[src/design/chp_pkg.sv]
`default_nettype none

package chp_pkg;

  localparam int SizeBits = 32;
  localparam int LenBits  = 32;
  localparam int LfBits   = 2;

  localparam logic [7:0] CH_LF    = 8'h0A;
  localparam logic [7:0] CH_CR    = 8'h0D;
  localparam logic [7:0] CH_SEMI  = 8'h3B;
  localparam logic [7:0] CH_TAB   = 8'h09;
  localparam logic [7:0] CH_SPACE = 8'h20;
  localparam logic [3:0] HexTen   = 4'd10;

  localparam logic [LfBits-1:0] LfMax = 2'd3;
  localparam logic [LfBits-1:0] LfEnd = 2'd2;

  typedef enum logic [1:0] {
    EV_SIZE = 2'd0,
    EV_END  = 2'd1,
    EV_ERR  = 2'd2
  } event_kind_t;

  typedef struct packed {
    logic       hit;
    logic [3:0] val;
  } hex_digit_t;

  function automatic hex_digit_t hex_decode(input logic [7:0] ch);
    hex_digit_t d;
    d.hit = 1'b0;
    d.val = 4'd0;
    if (ch >= 8'h30 && ch <= 8'h39) begin
      d.hit = 1'b1;
      d.val = ch[3:0];
    end else if ((ch >= 8'h41 && ch <= 8'h46) || (ch >= 8'h61 && ch <= 8'h66)) begin
      d.hit = 1'b1;
      d.val = ch[3:0] - 4'd1 + HexTen;
    end
    return d;
  endfunction

endpackage

`default_nettype wire

[src/design/chp_if.sv]
`default_nettype none

interface chp_in_if;
  logic       valid;
  logic       ready;
  logic [7:0] byte_in;

  modport source (output valid, output byte_in, input ready);
  modport sink   (input valid, input byte_in, output ready);
endinterface

interface chp_out_if;
  logic                          valid;
  logic                          ready;
  logic [1:0]                    event_kind;
  logic [chp_pkg::LenBits-1:0]   chunk_length;
  logic                          length_overflow;

  modport source (output valid, output event_kind, output chunk_length,
                  output length_overflow, input ready);
  modport sink   (input valid, input event_kind, input chunk_length,
                  input length_overflow, output ready);
endinterface

`default_nettype wire

[src/design/chunked_header_parser.sv]
// Chunked body header parser.
// in_chan carries one header or trailer byte per request (valid/ready).
// out_chan carries events: chunk size ready, end of body or protocol error,
// each with the sticky overflow flag; a size event also carries the decoded length.
// Bytes that produce no event (digits, CR, blanks, extension text) are
// consumed silently.
// Throughput: one byte per cycle, sustained, with out_chan ready.
// Path: a byte taken from in_chan goes into the input register, then one pass of
// parser logic writes its event into the result register that drives out_chan.
// Stall: when out_chan holds an event and ready is low, the parser stage stops;
// one more byte can still sit in the input register, then in_chan.ready drops.
// Reset (rst_n low, synchronous): size, flags, trailer mode and linefeed count
// clear, both registers empty.
`default_nettype none

module chunked_header_parser (
  input  wire              clk,
  input  wire              rst_n,
  chp_in_if.sink           in_chan,
  chp_out_if.source        out_chan
);

  localparam int SB = chp_pkg::SizeBits;

  logic                         in_valid_r;
  logic [7:0]                   byte_r;

  logic [SB-1:0]                acc_r, acc_nxt;
  logic                         seen_r, seen_nxt;
  logic                         ext_r, ext_nxt;
  logic                         trailer_r, trailer_nxt;
  logic [chp_pkg::LfBits-1:0]   lf_cnt_r, lf_cnt_nxt;
  logic                         ovf_r, ovf_nxt;

  logic                         out_valid_r;
  chp_pkg::event_kind_t         out_kind_r, kind_nxt;
  logic [chp_pkg::LenBits-1:0]  out_len_r, len_nxt;
  logic                         out_ovf_r;

  logic                         emit;
  logic                         out_free;
  logic                         proc_go;
  chp_pkg::hex_digit_t          hd;
  logic [SB+chp_pkg::LenBits-1:0] acc_wide;

  assign out_free      = !out_valid_r || out_chan.ready;
  assign proc_go       = in_valid_r && out_free;
  assign in_chan.ready = !in_valid_r || proc_go;

  assign hd       = chp_pkg::hex_decode(byte_r);
  assign acc_wide = {{chp_pkg::LenBits{1'b0}}, acc_r};

  always_comb begin
    acc_nxt     = acc_r;
    seen_nxt    = seen_r;
    ext_nxt     = ext_r;
    trailer_nxt = trailer_r;
    lf_cnt_nxt  = lf_cnt_r;
    ovf_nxt     = ovf_r;
    emit        = 1'b0;
    kind_nxt    = chp_pkg::EV_ERR;
    len_nxt     = '0;
    if (trailer_r) begin
      if (byte_r == chp_pkg::CH_LF) begin
        if (lf_cnt_r != chp_pkg::LfMax) begin
          lf_cnt_nxt = lf_cnt_r + 1'b1;
        end
        if (lf_cnt_nxt >= chp_pkg::LfEnd) begin
          emit     = 1'b1;
          kind_nxt = chp_pkg::EV_END;
        end
      end else if (byte_r != chp_pkg::CH_CR) begin
        lf_cnt_nxt = '0;
      end
    end else if (byte_r == chp_pkg::CH_LF) begin
      if (seen_r) begin
        seen_nxt = 1'b0;
        ext_nxt  = 1'b0;
        if (acc_r == '0) begin
          trailer_nxt = 1'b1;
          lf_cnt_nxt  = 2'd1;
        end else begin
          acc_nxt  = '0;
          emit     = 1'b1;
          kind_nxt = chp_pkg::EV_SIZE;
          len_nxt  = acc_wide[chp_pkg::LenBits-1:0];
        end
      end
    end else if (!ext_r) begin
      if (hd.hit) begin
        if (acc_r[SB-1 -: 4] != 4'd0) begin
          ovf_nxt = 1'b1;
        end
        acc_nxt  = {acc_r[SB-5:0], hd.val};
        seen_nxt = 1'b1;
      end else if (byte_r == chp_pkg::CH_CR || byte_r == chp_pkg::CH_SPACE ||
                   byte_r == chp_pkg::CH_TAB) begin
        emit = 1'b0;
      end else if (byte_r == chp_pkg::CH_SEMI && seen_r) begin
        ext_nxt = 1'b1;
      end else begin
        emit     = 1'b1;
        kind_nxt = chp_pkg::EV_ERR;
      end
    end
  end

  always_ff @(posedge clk) begin
    if (!rst_n) begin
      in_valid_r  <= 1'b0;
      out_valid_r <= 1'b0;
      acc_r       <= '0;
      seen_r      <= 1'b0;
      ext_r       <= 1'b0;
      trailer_r   <= 1'b0;
      lf_cnt_r    <= '0;
      ovf_r       <= 1'b0;
    end else begin
      if (in_chan.ready) begin
        in_valid_r <= in_chan.valid;
      end
      if (proc_go) begin
        acc_r       <= acc_nxt;
        seen_r      <= seen_nxt;
        ext_r       <= ext_nxt;
        trailer_r   <= trailer_nxt;
        lf_cnt_r    <= lf_cnt_nxt;
        ovf_r       <= ovf_nxt;
        out_valid_r <= emit;
      end else if (out_chan.ready) begin
        out_valid_r <= 1'b0;
      end
    end
  end

  always_ff @(posedge clk) begin
    if (in_chan.ready && in_chan.valid) begin
      byte_r <= in_chan.byte_in;
    end
    if (proc_go && emit) begin
      out_kind_r <= kind_nxt;
      out_len_r  <= len_nxt;
      out_ovf_r  <= ovf_r;
    end
  end

  assign out_chan.valid           = out_valid_r;
  assign out_chan.event_kind      = out_kind_r;
  assign out_chan.chunk_length    = out_len_r;
  assign out_chan.length_overflow = out_ovf_r;

`ifndef SYNTHESIS
  a_trailer_sticky: assert property (@(posedge clk) disable iff (!rst_n)
    trailer_r |=> trailer_r)
    else $error("trailer mode left without reset");

  a_ovf_sticky: assert property (@(posedge clk) disable iff (!rst_n)
    ovf_r |=> ovf_r)
    else $error("overflow flag cleared without reset");

  a_ext_needs_digit: assert property (@(posedge clk) disable iff (!rst_n)
    ext_r |-> seen_r)
    else $error("extension active without a size digit");

  a_lf_size_mode: assert property (@(posedge clk) disable iff (!rst_n)
    !trailer_r |-> lf_cnt_r == '0)
    else $error("linefeed count nonzero in size mode");

  a_end_in_trailer: assert property (@(posedge clk) disable iff (!rst_n)
    (out_valid_r && out_kind_r == chp_pkg::EV_END) |-> trailer_r)
    else $error("end of body reported outside trailer mode");
`endif

endmodule

`default_nettype wire
[src/flat_wrapper.sv]
// flat-port wrapper written by rule: the top's interface ports become plain ports
module chunked_header_parser_flat 
  (clk, rst_n, in_chan_valid, in_chan_byte_in, in_chan_ready, out_chan_valid, out_chan_event_kind, out_chan_chunk_length, out_chan_length_overflow, out_chan_ready);
  chp_in_if in_chan_i ();
  chp_out_if out_chan_i ();
  input  wire clk;
  input  wire rst_n;
  input wire logic [$bits(in_chan_i.valid)-1:0] in_chan_valid;
  input wire logic [$bits(in_chan_i.byte_in)-1:0] in_chan_byte_in;
  output wire logic [$bits(in_chan_i.ready)-1:0] in_chan_ready;
  output wire logic [$bits(out_chan_i.valid)-1:0] out_chan_valid;
  output wire logic [$bits(out_chan_i.event_kind)-1:0] out_chan_event_kind;
  output wire logic [$bits(out_chan_i.chunk_length)-1:0] out_chan_chunk_length;
  output wire logic [$bits(out_chan_i.length_overflow)-1:0] out_chan_length_overflow;
  input wire logic [$bits(out_chan_i.ready)-1:0] out_chan_ready;
  assign in_chan_i.valid = in_chan_valid;
  assign in_chan_i.byte_in = in_chan_byte_in;
  assign in_chan_ready = in_chan_i.ready;
  assign out_chan_valid = out_chan_i.valid;
  assign out_chan_event_kind = out_chan_i.event_kind;
  assign out_chan_chunk_length = out_chan_i.chunk_length;
  assign out_chan_length_overflow = out_chan_i.length_overflow;
  assign out_chan_i.ready = out_chan_ready;
  chunked_header_parser u_core (.clk(clk), .rst_n(rst_n), .in_chan(in_chan_i), .out_chan(out_chan_i));
endmodule
[config.mk]
export PLATFORM = sky130hd
export DESIGN_NAME = chunked_header_parser_flat
export DESIGN_NICKNAME = d
export VERILOG_FILES = /design/src/design/chp_pkg.sv /design/src/design/chp_if.sv /design/src/design/chunked_header_parser.sv /design/src/flat_wrapper.sv
export SDC_FILE = /design/constraint.sdc
export NUM_CORES = 1
export LEC_CHECK = 0
export BUFFER_PORTS_ARGS = -buffer_cell sky130_fd_sc_hd__buf_4
export CORE_MARGIN = 2
export CORE_UTILIZATION = 55
export DETAILED_ROUTE_END_ITERATION = 10
export GPL_ROUTABILITY_DRIVEN = 0
export PLACE_DENSITY = 0.86
export SLEW_MARGIN = 5
export SYNTH_ARGS = -nofsm -noshare
export SYNTH_HDL_FRONTEND = slang
export SYNTH_SLANG_ARGS = --single-unit
[constraint.sdc]
create_clock -name clk -period 5.7 [get_ports clk]
set_input_delay 1.14 -clock clk [delete_from_list [all_inputs] [get_ports clk]]
set_output_delay 1.14 -clock clk [all_outputs]
set_load 0.02 [all_outputs]
==> results_dict.tcl <==
set metrics [dict create \
    clock_latency_late_sink_ns 0.36 \
    finish.instance_area_sq_um 4210 \
    area_growth_syn_to_layout_pct 16.2 \
    final_period_minus_worst_setup_slack_ns 3.14 \
    top_routing_layer_in_use "met4" \
    rrSetupSlack_ns 2.67 \
    grt_pass1_vias 2365 \
    worst_max_slew_pin_slew_ns 1.18 \
    cellPowerDensity_nw_per_um2 272 \
    top_post_synthesis_cells_by_count "69 x sky130_fd_sc_hd__nand2_1, 43 x sky130_fd_sc_hd__edfxtp_1, 40 x sky130_fd_sc_hd__dfxtp_1" \
    routed_wirelength_microns 6610 \
    post_synth.cell_area_avg_sq_um 11.5 \
    asyncSetResetFlopFracSynth_pct 0 \
    ys_dominant_reg_cell "sky130_fd_sc_hd__edfxtp_1" \
    critPathLaunchType "input port" \
    dr_wl_met2_microns 3220 \
    yosysMostFrequentCell "sky130_fd_sc_hd__nand2_1" \
    vias_after_detailed_routing 2390 \
    wire_per_inst_microns 14.9 \
    synth_top_cell_by_area "sky130_fd_sc_hd__edfxtp_1" \
    drcViolationCount 0 \
    fin_setup_tns_ns 0 \
    wl_met1_microns 2840 \
    detailedPlace.worstSlack_ns 2.18 \
    postCtsSetupBuffers 0 \
    clock-sinks 83 \
    cts.hold.buffers_added 0 \
    setup.worst_path.class "in -> reg" \
    layout.core_utilization_pct 66.3 \
    initial_core_util_pct 57.0 \
    antenna_cells_inserted 0 \
    synth.top_cell.area_share_pct 35.6 \
    placed_cell_area_sq_um 4010 \
    largest_net_degree_at_the_start_of_global_routing 47 \
    post_synth_num_cell_types 49 \
    antenna_found_initial 0 \
    internal_power_uw 875 \
    crit_path_max_fanout 32 \
    drt_first_pass_iters 4 \
    timing.final.max_slew_violations 0 \
    core_area_sq_um 6350 \
    number_of_enable_flip_flop_cells_after_synthesis 43 \
    power_frac_comb_pct 6.4 \
    run_status "finished clean" \
    synth.yosys.seq_area_share_pct 57.8 \
    pwr-share-seq_pct 56.7 \
    clk_path_buf_depth 2 \
    arrival_ns 3.42 \
    post_synth_main_area_contributors "sky130_fd_sc_hd__edfxtp_1 36%, sky130_fd_sc_hd__dfxtp_1 22%, sky130_fd_sc_hd__mux2i_1 8.8%" \
    fmax_ghz 0.318 \
    synth_cells 315 \
    h-tree-depth 3 \
    peak_supply_drop_mv 0.179 \
    min_period_over_period_pct 55.1 \
    rsz_0062_raised_after_global_routing "false" \
    tritoncts "built" \
    setup_viols_final 0 \
    p_clk_share_pct 36.9 \
    detailed_place_hpwl_microns 4510 \
    synth_seq_cells 83 \
    routed-wl-met3_microns 323 \
    cts.clk_slew.worst_paths_ns 0.08 \
    die_area_sq_um 7250 \
    detail_route.vias_per_cell 5.40 \
    route.antenna.remaining_nets 0 \
    drt_iter0_drc 170 \
    switchingPower_uw 270 \
    die_height_microns 85.2 \
    chipWidth_microns 85.2 \
    synthesis.yosys.warnings 0 \
    switching_share_pct 23.6 \
    crit_required_ns 5.98 \
    grt_pass1_wl_microns 11000 \
    summed_instance_area_of_the_synthesized_netlist_sq_um 3620 \
    fin_worst_hold_slack_ns 0.440 \
    post_route_cells_drive_above_1_share_pct 21.3 \
    post_cts.resized_instances 0 \
    clock_skew_ns 0.00810 \
    row_count 29 \
    cts_root_buf "sky130_fd_sc_hd__clkbuf_8" \
    crit_path_end_kind "flip-flop" \
    finalNetCount 378 \
    port-buffer-count 48 \
    post-route-worst-setup-slack_ns 2.56 \
    timing.max_cap.violations 0 \
    max_slew_margin_pct 21.3 \
    hold_path.class "reg -> reg" \
    cts-buffers-inserted 9 \
    hold_viol 0 \
    synthesis.nets 332 \
    global_route.overflow_total 0 \
    ioPinCount 49 \
    grtUsageTotal_pct 19.5 \
    p_leak_uw 0.00154 \
]
==> registers in the layout, summed over array words and instances (netlist names), 2 cells and up <==
signal / count
u_core.acc_r: 32
u_core.out_chan.chunk_length: 32
u_core.out_chan.event_kind: 2
u_core.byte_r: 8
u_core.lf_cnt_r: 2
==> cells by family after synthesis <==
kind of cell	synth area share, %
AO/OA/AOI/OAI	6.98
adder cells (fa/ha/maj)	1.73
buffers and inverters	3.83
flip-flops	57.8
multiplexers	9.15
AND/OR/NAND/NOR	20.6
==> worst paths after layout <==
check | start | to | cells after the start
setup reg to reg | u_core.byte_r[1]$_DFFE_PP_ | u_core.out_chan.length_overflow$_DFFE_PP_ | 7
hold / removal | u_core.ovf_r$_SDFFE_PN0P_ | u_core.out_chan.length_overflow$_DFFE_PP_ | 0
setup / recovery | out_chan_ready | u_core.acc_r[21]$_SDFFE_PN0P_ | 6
hold reg to reg | u_core.ovf_r$_SDFFE_PN0P_ | u_core.out_chan.length_overflow$_DFFE_PP_ | 0
==> metal layers <==
layer / up-vias / global-route usage (%)
met5: - / 0
met4: 0 / 11.7
met3: 21 / 4.47
met2: 70 / 31.3
met1: 1097 / 23.9
li1: 1202 / -
==> cell usage in the layout (no fill, tap or decap), types with 3 or more instances in the layout <==
cell / netlist / routed
sky130_fd_sc_hd__mux2i_1: 32 / 32
sky130_fd_sc_hd__dfxtp_1: 40 / 40
sky130_fd_sc_hd__nor2b_1: 3 / 3
sky130_fd_sc_hd__buf_4: 0 / 50
sky130_fd_sc_hd__nand2_1: 69 / 69
sky130_fd_sc_hd__ha_1: 5 / 5
sky130_fd_sc_hd__inv_1: 5 / 5
sky130_fd_sc_hd__clkinv_4: 0 / 5
sky130_fd_sc_hd__and3_1: 3 / 3
sky130_fd_sc_hd__nor4_1: 9 / 9
sky130_fd_sc_hd__edfxtp_1: 43 / 43
sky130_fd_sc_hd__o21ai_0: 4 / 4
sky130_fd_sc_hd__clkbuf_8: 0 / 9
sky130_fd_sc_hd__nor2_1: 7 / 7
sky130_fd_sc_hd__and2_1: 36 / 36
==> critical path, stage by stage <==
cell and delay, ns:
sky130_fd_sc_hd__buf_4 0.08, sky130_fd_sc_hd__nor2b_1 0.06, sky130_fd_sc_hd__nand2b_1 0.27, sky130_fd_sc_hd__or4b_1 0.63, sky130_fd_sc_hd__o21bai_4 0.94, sky130_fd_sc_hd__mux2i_1 0.30
==> power groups by stage <==
stage / Sequential, uW / Combinational [uW] / Clock (uW)
detailed placement: 663 / 73.4 / 0
global placement: 662 / 71.7 / 0
global route: 651 / 79.1 / 452
finish: 649 / 73.3 / 423
CTS: 649 / 73.8 / 433
floorplan: 677 / 31.9 / 0
==> cell type report <==
cell class              count  area, sq um
clock buffers               9          124
clock inverters             7         78.8
fillers                   488         2140
inverters                   7         26.3
multi-input cells         210         1420
flip-flops and latches     83         2090
well taps                  77         96.3
repair buffers             50          375
==> per-stage QoR <==
step                instances  power (uW)
floorplan                 315         709
global placement          427         733
detailed placement        427         736
CTS                       443        1160
global route              443        1180
finish                    443        1150
No activity file was read; power rests on OpenSTA's default activity.
